===== config.mk =====
export PLATFORM = sky130hd
export DESIGN_NAME = ccrcp_eval
export DESIGN_NICKNAME = d
export VERILOG_FILES = /design/src/rtl/core/ccrcp_pkg.sv /design/src/rtl/core/ccrcp_div.sv /design/src/rtl/core/ccrcp_eval.sv
export SDC_FILE = /design/constraint.sdc
export NUM_CORES = 2
export LEC_CHECK = 0
export ABC_AREA = 1
export BUFFER_PORTS_ARGS = -buffer_cell sky130_fd_sc_hd__clkbuf_2
export CORE_MARGIN = 1.5
export CORE_UTILIZATION = 55
export DETAILED_ROUTE_END_ITERATION = 10
export PLACE_DENSITY = 0.74
export SYNTH_ARGS = -nofsm -noshare
export SYNTH_HDL_FRONTEND = slang
export SYNTH_SLANG_ARGS = --single-unit

===== constraint.sdc =====
create_clock -name i_clk -period 6.33 [get_ports i_clk]
set_input_delay 0.9495 -clock i_clk [delete_from_list [all_inputs] [get_ports i_clk]]
set_output_delay 0.9495 -clock i_clk [all_outputs]
set_load 0.005 [all_outputs]

===== src/rtl/core/ccrcp_pkg.sv =====
// ----------------------------------------------------------------------------
// ccrcp_pkg : shared types and constants of the Catmull-Rom curve point block
// Field widths, fixed-point formats, request structs and the engine states.
// ----------------------------------------------------------------------------
`default_nettype none

package ccrcp_pkg;

    // Field widths
    localparam int COORD_BITS      = 16;
    localparam int STEP_BITS       = 10;
    localparam int IDX_BITS        = 3;

    // Ring size default and config reset
    localparam int RING_POINTS_DEF = 8;
    localparam int STEPS_RESET     = 200;

    // Fixed point: u, u^2, u^3 in Q1.16, quotient needs FRAC_BITS + 1 bits
    localparam int FRAC_BITS       = 16;
    localparam int U_BITS          = FRAC_BITS + 1;
    localparam int NUM_BITS        = STEP_BITS + FRAC_BITS;
    localparam int ONE_Q           = 1 << FRAC_BITS;
    localparam int HALF_Q          = 1 << (FRAC_BITS - 1);

    // Blend: doubled weights, products and accumulator
    localparam int WGT_BITS        = 20;
    localparam int PROD_BITS       = WGT_BITS + COORD_BITS;
    localparam int ACC_BITS        = PROD_BITS + 2;
    localparam int RND_SHIFT       = FRAC_BITS + 1;
    localparam int TAPS            = 4;

    typedef enum logic {
        CMD_WRITE = 1'b0,
        CMD_EVAL  = 1'b1
    } t_cmd;

    typedef struct packed {
        t_cmd                          cmd;
        logic [IDX_BITS-1:0]           point_index;
        logic signed [COORD_BITS-1:0]  coord_x;
        logic signed [COORD_BITS-1:0]  coord_y;
        logic signed [COORD_BITS-1:0]  coord_z;
        logic [IDX_BITS-1:0]           segment_index;
        logic [STEP_BITS-1:0]          step_index;
    } t_in_item;

    typedef struct packed {
        logic signed [COORD_BITS-1:0]  curve_x;
        logic signed [COORD_BITS-1:0]  curve_y;
        logic signed [COORD_BITS-1:0]  curve_z;
        logic                          segment_end;
    } t_out_item;

    // One ring entry
    typedef struct packed {
        logic signed [COORD_BITS-1:0]  x;
        logic signed [COORD_BITS-1:0]  y;
        logic signed [COORD_BITS-1:0]  z;
    } t_point;

    // Evaluate request from the front end to the engine
    typedef struct packed {
        logic                          start;
        logic [STEP_BITS-1:0]          step_index;
        logic [STEP_BITS-1:0]          steps;
        logic [IDX_BITS-1:0]           segment_index;
    } t_eval_req;

    // Engine status
    typedef struct packed {
        logic                          busy;
        logic                          res_valid;
    } t_eng_stat;

    // Divider request and response
    typedef struct packed {
        logic                          start;
        logic [NUM_BITS-1:0]           num;
        logic [STEP_BITS-1:0]          den;
    } t_div_req;

    typedef struct packed {
        logic                          done;
        logic [U_BITS-1:0]             quo;
    } t_div_rsp;

    typedef enum logic [2:0] {
        ST_IDLE,
        ST_DIV,
        ST_SQR,
        ST_CUBE,
        ST_WGT,
        ST_MAC,
        ST_RND,
        ST_DONE
    } t_eng_state;

endpackage

`default_nettype wire


===== src/rtl/core/ccrcp_div.sv =====
// ----------------------------------------------------------------------------
// ccrcp_div : iterative restoring divider for u = round(k * 2^16 / N)
// One quotient bit per cycle; done is high for a single cycle, with the final quotient.
// ----------------------------------------------------------------------------
`default_nettype none

module ccrcp_div (
    input  wire logic                  i_clk,
    input  wire logic                  i_rst_n,
    input  wire ccrcp_pkg::t_div_req   i_req,
    output ccrcp_pkg::t_div_rsp        o_rsp
);

    localparam int SB = ccrcp_pkg::STEP_BITS;
    localparam int UB = ccrcp_pkg::U_BITS;
    localparam int NB = ccrcp_pkg::NUM_BITS;
    localparam int CW = $clog2(UB);

    logic [SB-1:0] r_rem;
    logic [SB-1:0] r_den;
    logic [UB-1:0] r_sh;     // low numerator bits shift out, quotient bits shift in
    logic [CW-1:0] r_cnt;
    logic          r_run;
    logic          r_done;

    logic [SB:0]   trial;
    logic [SB:0]   diff;
    logic          ge;

    // Trial subtract of one step
    assign trial = {r_rem, r_sh[UB-1]};
    assign diff  = trial - {1'b0, r_den};
    assign ge    = trial >= {1'b0, r_den};

    // Step control
    always_ff @(posedge i_clk) begin
        if (!i_rst_n) begin
            r_run  <= 1'b0;
            r_done <= 1'b0;
            r_cnt  <= '0;
        end else begin
            r_done <= 1'b0;
            if (i_req.start) begin
                r_run <= 1'b1;
                r_cnt <= '0;
            end else if (r_run) begin
                if (r_cnt == CW'(UB - 1)) begin
                    r_run  <= 1'b0;
                    r_done <= 1'b1;
                end
                r_cnt <= r_cnt + 1'b1;
            end
        end
    end

    // Datapath; the top numerator bits are already below N since u <= 2^16
    always_ff @(posedge i_clk) begin
        if (i_req.start) begin
            r_rem <= {1'b0, i_req.num[NB-1:UB]};
            r_den <= i_req.den;
            r_sh  <= i_req.num[UB-1:0];
        end else if (r_run) begin
            r_rem <= ge ? diff[SB-1:0] : trial[SB-1:0];
            r_sh  <= {r_sh[UB-2:0], ge};
        end
    end

    assign o_rsp.done = r_done;
    assign o_rsp.quo  = r_sh;

endmodule

`default_nettype wire


===== src/rtl/core/ccrcp_eval.sv =====
// ----------------------------------------------------------------------------
// ccrcp_eval : curve point engine
// Divide for u, powers on one shared multiplier, doubled weights, then a
// four-tap read of the ring with three MAC lanes, rounding and saturation.
// ----------------------------------------------------------------------------
`default_nettype none

module ccrcp_eval #(
    parameter int RING_POINTS = ccrcp_pkg::RING_POINTS_DEF
) (
    input  wire logic                          i_clk,
    input  wire logic                          i_rst_n,
    input  wire ccrcp_pkg::t_eval_req          i_req,
    input  wire logic                          i_res_take,
    output ccrcp_pkg::t_eng_stat               o_stat,
    output ccrcp_pkg::t_out_item               o_res,
    output logic                               o_rd_en,
    output logic [$clog2(RING_POINTS)-1:0]     o_rd_addr,
    input  wire ccrcp_pkg::t_point             i_pt
);

    localparam int AW  = $clog2(RING_POINTS);
    localparam int SW  = ((AW > ccrcp_pkg::IDX_BITS) ? AW : ccrcp_pkg::IDX_BITS) + 1;
    localparam int SB  = ccrcp_pkg::STEP_BITS;
    localparam int FB  = ccrcp_pkg::FRAC_BITS;
    localparam int UB  = ccrcp_pkg::U_BITS;
    localparam int NB  = ccrcp_pkg::NUM_BITS;
    localparam int CB  = ccrcp_pkg::COORD_BITS;
    localparam int WB  = ccrcp_pkg::WGT_BITS;
    localparam int PB  = ccrcp_pkg::PROD_BITS;
    localparam int AB  = ccrcp_pkg::ACC_BITS;
    localparam int WX  = WB + 2;
    localparam int MW  = 2 * UB;
    localparam int RW  = AB + 1 - ccrcp_pkg::RND_SHIFT;
    localparam int TW  = $clog2(ccrcp_pkg::TAPS + 2);
    localparam logic [TW-1:0] MAC_LAST = TW'(ccrcp_pkg::TAPS + 1);

    // Tap positions around the segment
    localparam logic [1:0] TAP_PREV  = 2'd0;
    localparam logic [1:0] TAP_CUR   = 2'd1;
    localparam logic [1:0] TAP_NEXT  = 2'd2;
    localparam logic [1:0] TAP_NEXT2 = 2'd3;

    localparam logic signed [RW-1:0] SAT_HI = {{(RW-CB+1){1'b0}}, {(CB-1){1'b1}}};
    localparam logic signed [RW-1:0] SAT_LO = {{(RW-CB+1){1'b1}}, {(CB-1){1'b0}}};

    ccrcp_pkg::t_eng_state r_state, n_state;

    ccrcp_pkg::t_div_req   div_req;
    ccrcp_pkg::t_div_rsp   div_rsp;

    logic [SB-1:0]         n_eff;
    logic [SB-1:0]         k_eff;
    logic [SW-1:0]         seg_ext;
    logic [SW-1:0]         seg_mod;

    logic [AW-1:0]         r_seg;
    logic                  r_seg_end;
    logic [UB-1:0]         r_u;
    logic [UB-1:0]         r_u2;
    logic [UB-1:0]         r_u3;
    logic signed [WB-1:0]  r_w [ccrcp_pkg::TAPS];

    logic [TW-1:0]         r_tap;
    logic                  r_rd_vld;
    logic [1:0]            r_rd_sel;
    logic                  r_prod_vld;
    logic signed [PB-1:0]  r_prod [3];
    logic signed [AB-1:0]  r_acc [3];
    ccrcp_pkg::t_out_item  r_res;

    logic [MW-1:0]         mul_p;
    logic [MW-1:0]         mul_r;
    logic [UB-1:0]         pw;
    logic signed [WX-1:0]  su, su2, su3;
    logic signed [WX-1:0]  w0x, w1x, w2x, w3x;
    logic [AW-1:0]         a_prev, a_next, a_next2;
    logic signed [WB-1:0]  w_sel;
    logic signed [CB-1:0]  pt_c [3];

    // Round half up at 2^17 and saturate to the coordinate range
    function automatic logic signed [CB-1:0] sat_round(input logic signed [AB-1:0] acc);
        logic signed [AB:0]   t;
        logic signed [RW-1:0] sh;
        t  = {acc[AB-1], acc} + (AB+1)'(ccrcp_pkg::ONE_Q);
        sh = RW'(t >>> ccrcp_pkg::RND_SHIFT);
        priority if (sh > SAT_HI) begin
            return SAT_HI[CB-1:0];
        end else if (sh < SAT_LO) begin
            return SAT_LO[CB-1:0];
        end else begin
            return sh[CB-1:0];
        end
    endfunction

    // Request: zero count acts as one, step clamped to count, segment wrapped
    always_comb begin
        n_eff   = (i_req.steps == '0) ? SB'(1) : i_req.steps;
        k_eff   = (i_req.step_index > n_eff) ? n_eff : i_req.step_index;
        seg_ext = SW'(i_req.segment_index);
        seg_mod = (seg_ext >= SW'(RING_POINTS)) ? seg_ext - SW'(RING_POINTS) : seg_ext;
    end

    assign div_req.start = (r_state == ccrcp_pkg::ST_IDLE) && i_req.start;
    assign div_req.num   = {k_eff, FB'(0)} + NB'(n_eff >> 1);
    assign div_req.den   = n_eff;

    ccrcp_div u_div (
        .i_clk   (i_clk),
        .i_rst_n (i_rst_n),
        .i_req   (div_req),
        .o_rsp   (div_rsp)
    );

    // Shared multiplier: u*u then u^2*u
    assign mul_p = r_u * ((r_state == ccrcp_pkg::ST_CUBE) ? r_u2 : r_u);
    assign mul_r = mul_p + MW'(ccrcp_pkg::HALF_Q);
    assign pw    = mul_r[FB +: UB];

    // Doubled weights
    always_comb begin
        su  = WX'(r_u);
        su2 = WX'(r_u2);
        su3 = WX'(r_u3);
        w0x = -su + (su2 <<< 1) - su3;
        w1x = WX'(2 * ccrcp_pkg::ONE_Q) - ((su2 <<< 2) + su2) + ((su3 <<< 1) + su3);
        w2x = su + (su2 <<< 2) - ((su3 <<< 1) + su3);
        w3x = su3 - su2;
    end

    // Ring neighbors of the segment start
    always_comb begin
        a_prev  = (r_seg == '0) ? AW'(RING_POINTS - 1) : r_seg - AW'(1);
        a_next  = (r_seg == AW'(RING_POINTS - 1)) ? '0 : r_seg + AW'(1);
        a_next2 = (a_next == AW'(RING_POINTS - 1)) ? '0 : a_next + AW'(1);
    end

    // Next state and read port
    always_comb begin
        n_state = r_state;
        o_rd_en = 1'b0;
        unique case (r_tap[1:0])
            TAP_PREV:  o_rd_addr = a_prev;
            TAP_CUR:   o_rd_addr = r_seg;
            TAP_NEXT:  o_rd_addr = a_next;
            TAP_NEXT2: o_rd_addr = a_next2;
        endcase
        unique case (r_state)
            ccrcp_pkg::ST_IDLE: if (i_req.start) n_state = ccrcp_pkg::ST_DIV;
            ccrcp_pkg::ST_DIV:  if (div_rsp.done) n_state = ccrcp_pkg::ST_SQR;
            ccrcp_pkg::ST_SQR:  n_state = ccrcp_pkg::ST_CUBE;
            ccrcp_pkg::ST_CUBE: n_state = ccrcp_pkg::ST_WGT;
            ccrcp_pkg::ST_WGT:  n_state = ccrcp_pkg::ST_MAC;
            ccrcp_pkg::ST_MAC: begin
                o_rd_en = (r_tap < TW'(ccrcp_pkg::TAPS));
                if (r_tap == MAC_LAST) n_state = ccrcp_pkg::ST_RND;
            end
            ccrcp_pkg::ST_RND:  n_state = ccrcp_pkg::ST_DONE;
            ccrcp_pkg::ST_DONE: if (i_res_take) n_state = ccrcp_pkg::ST_IDLE;
            default:            n_state = ccrcp_pkg::ST_IDLE;
        endcase
    end

    // State and MAC sequencing
    always_ff @(posedge i_clk) begin
        if (!i_rst_n) begin
            r_state    <= ccrcp_pkg::ST_IDLE;
            r_tap      <= '0;
            r_rd_vld   <= 1'b0;
            r_prod_vld <= 1'b0;
        end else begin
            r_state    <= n_state;
            r_rd_vld   <= o_rd_en;
            r_prod_vld <= r_rd_vld;
            if (r_state == ccrcp_pkg::ST_WGT) begin
                r_tap <= '0;
            end else if (r_state == ccrcp_pkg::ST_MAC) begin
                r_tap <= r_tap + 1'b1;
            end
        end
    end

    // Lane operands
    assign w_sel   = r_w[r_rd_sel];
    assign pt_c[0] = i_pt.x;
    assign pt_c[1] = i_pt.y;
    assign pt_c[2] = i_pt.z;

    // Datapath registers
    always_ff @(posedge i_clk) begin
        if (div_req.start) begin
            r_seg     <= seg_mod[AW-1:0];
            r_seg_end <= (k_eff == n_eff);
        end
        if ((r_state == ccrcp_pkg::ST_DIV) && div_rsp.done) begin
            r_u <= div_rsp.quo;
        end
        if (r_state == ccrcp_pkg::ST_SQR) begin
            r_u2 <= pw;
        end
        if (r_state == ccrcp_pkg::ST_CUBE) begin
            r_u3 <= pw;
        end
        if (r_state == ccrcp_pkg::ST_WGT) begin
            r_w[0] <= w0x[WB-1:0];
            r_w[1] <= w1x[WB-1:0];
            r_w[2] <= w2x[WB-1:0];
            r_w[3] <= w3x[WB-1:0];
        end
        if (o_rd_en) begin
            r_rd_sel <= r_tap[1:0];
        end
        for (int c = 0; c < 3; c++) begin
            if (r_rd_vld) begin
                r_prod[c] <= w_sel * pt_c[c];
            end
            if (r_state == ccrcp_pkg::ST_WGT) begin
                r_acc[c] <= '0;
            end else if (r_prod_vld) begin
                r_acc[c] <= r_acc[c] + {{(AB-PB){r_prod[c][PB-1]}}, r_prod[c]};
            end
        end
        if (r_state == ccrcp_pkg::ST_RND) begin
            r_res.curve_x     <= sat_round(r_acc[0]);
            r_res.curve_y     <= sat_round(r_acc[1]);
            r_res.curve_z     <= sat_round(r_acc[2]);
            r_res.segment_end <= r_seg_end;
        end
    end

    assign o_stat.busy      = (r_state != ccrcp_pkg::ST_IDLE);
    assign o_stat.res_valid = (r_state == ccrcp_pkg::ST_DONE);
    assign o_res            = r_res;

endmodule

`default_nettype wire


==> metrics.md <==
| Metric | Value |
|---|---|
| Slew Viols, Final | 0 |
| Fillers | 11920 |
| First-pass detailed-route iteration total | 6 |
| Antenna violations before repair | 8 |
| Cts hold-fix bufs | 0 |
| Syn Nets | 11690 |
| Core Box Area | 141400 um^2 |
| Chip Height | 380.2 um |
| Async SR Flop Fraction | 0 |
| Clock skew | 0.03413 ns |
| 1st-iter DRT viols | 5602 |
| WL/cell | 20.59 um |
| FF+latch area | 13610 um^2 |
| Synth Cell Area | 78250 um^2 |
| Status | complete, but fails checks |
| RSZ-0062 raised after global routing | yes |
| Nature of the critical path endpoint | flop |
| CP startpoint kind | flop |
| I/O Pins | 130 |
| Commonest non-fill, non-tap cell in the layout | inv_1 |
| H-tree Lvls | 2 |
| Die area | 144500 um^2 |
| Remaining DRCs | 0 |
| Critical path class | flop to flop |
| Largest net degree at the start of global routing | 80 |
| Synth cell types | 55 |
| DR vias | 68800 |
| Critical path peak fanout | 15 |
| Grt ovf | 0 |
| Crit path max-delay cell type | fa_2 |
| Multi-input logic area | 57790 um^2 |
| Warnings from Yosys | 0 |
| Most frequent cells in the layout | inv_1 (2071), nand2_1 (1958), fa_1 (1191), nor2_1 (1127), buf_4 (787) |
| Period utilization | 1.000 |
| Worst slew pin tran | 1.137 ns |
| DRT Wirelength | 258.7 mm |
| Data arrival, critical path | 6.78 ns |
| Final setup margin | -0.002411 ns |
| Avg Cell Area, Syn | 8.032 um^2 |
| Failing checks | setup timing |
| Most used DFF post-synth | edfxtp_1 |
| First-pass GRT wire length | 396.9 mm |
| DPL Wire Length | 215.5 mm |
| Share of cells above drive strength 1 | 0.1620 |
| Most frequent CP cell | fa_1 |
| TritonCTS Buffers | 57 |
| EDFF count, synth | 441 |
| Row count | 138 |
| Final min period | 6.332 ns |
| WP data required | 6.78 ns |
| Synth top area cells | fa_1 (32%), edfxtp_1 (17%), ha_1 (10%), inv_1 (10%), nand2_1 (9.8%) |
| Max-cap viol count | 0 |
| Sink Count | 459 |
| Slew HR | 0.2401 |
| Vias in the first global route | 70440 |
| CTS clock-pin slew for the worst setup and hold paths | 0.06 ns |
| Post-Synthesis Cells | 9742 |
| CTS root buf | clkbuf_16 |
| Final setup violation count | 1 |
| Nets | 12570 |
| Starting density of the core | 0.5533 |
| Routability congestion estimate | 1.037 |
| Max incr delay on CP | 0.59 ns |
| #FFs+latches synth | 459 |
| Final hold vios | 0 |
| Hold crit path type | flop to flop |
| Overall routing resource usage | 0.3564 |
| Clock Latency Late Sink | 0.70 ns |
| Fin util | 0.6570 |
| Clock Path Buffers | 3 |
| Via/cell ratio | 5.476 |
| Pre-CTS setup slack | -0.4887 ns |
| Die span in x | 380.2 um |
| TNS Setup | -0.002411 ns |
| Yosys top cell by area | fa_1 |
| Fmax | 0.1579 GHz |
| CTS tree | done |
| I/O Buffers | 129 |
| Final hold slack | 0.4200 ns |
| Sequential area share after synthesis | 0.1738 |
| Antenna-violating nets left | 0 |
| Top cell type's share of synthesized area | 0.3155 |
| Area growth syn-to-layout | 18.73% |
[routing by layer]
layer  global-route usage  share of wire
met1               0.4595           0.39
met2               0.5856           0.46
met3              0.05489          0.081
met4               0.1782          0.063
met5                    0        0.00016
[timing repair]
item	4_1_cts	5_1_grt
resized for setup	167	556
endpoints found under the setup margin	87	101
buffers inserted	26	78
cloned	3	3
pin swaps	32	198
[sequential cells by signal, summed over array words and instances, names as in the netlist, 2 cells and up, named ones only]
name and cells:
r_acc 114, r_prod 108, r_w 77, o_res 49
r_u2 17, r_u3 17, r_u 17, u_div.r_sh 17
u_div.r_den 10, u_div.r_rem 10, u_div.r_cnt 5, r_seg 3
r_state 3, r_tap 3, r_rd_sel 2
[final timing paths]
| kind | endpoint | startpoint | depth (start not counted) | slack [ns] |
|---|---|---|---|---|
| worst min-delay path | o_res[0] | r_seg_end | 0 | 0.42 |
| worst max-delay path | r_prod[0][96] | flop | 27 | -0.002 |
| worst max register to register | r_prod[0][96] | flop | 27 | -0.002 |
| worst min register to register | o_res[0] | r_seg_end | 0 | 0.42 |
[synthesized netlist by cell type, types with 49 or more instances]
master    number
inv_1       2126
nand2_1     2036
fa_1        1233
nor2_1      1203
ha_1         640
a21oi_1      449
edfxtp_1     441
o21ai_0      323
nand3_1      290
xor2_1       177
clkbuf_1     134
buf_2         76
xnor2_1       73
nor3_1        62
nand4_1       49
[layout make-up]
cell class,instances,share of cell area
multi-input cells,6874,0.6221
inverters,2174,0.08829
flip-flops and latches,459,0.1465
clock inverters,43,0.005710
clock buffers,65,0.01568
repair buffers,1055,0.09616
diodes,4,0.0001077
well taps,1890,0.02545
[through the flow]
step | area (um^2) | instances
3_5_place_dp | 87140 | 12350
4_1_cts | 89960 | 12480
2_1_floorplan | 78250 | 9742
3_3_place_gp | 87140 | 12350
5_1_grt | 92900 | 12560
6_report | 92900 | 12560
[kinds of logic after synthesis]
| kind of cell | count (synthesis) | share of synthesized area |
|---|---|---|
| fa+ha+maj | 1873 | 0.4178 |
| simple gates | 3753 | 0.1921 |
| compound gates | 998 | 0.07056 |
| buf+inv | 2409 | 0.1178 |
| xor+xnor | 250 | 0.02798 |
| flops | 459 | 0.1738 |
[worst max-delay path, delay by kind of cell (launching register included)]
family / cells / cell delay (ns)
buffers and inverters: 10 / 1.34
xor gates and xnor gates: 1 / 0.13
and+or+nand+nor: 9 / 1.06
DFF: 1 / 0.40
adders and majority gates: 7 / 3.17
Power is left out: the tool's default activity adds up to more than one toggle a clock period on the data nets, which glitch-free logic cannot reach.
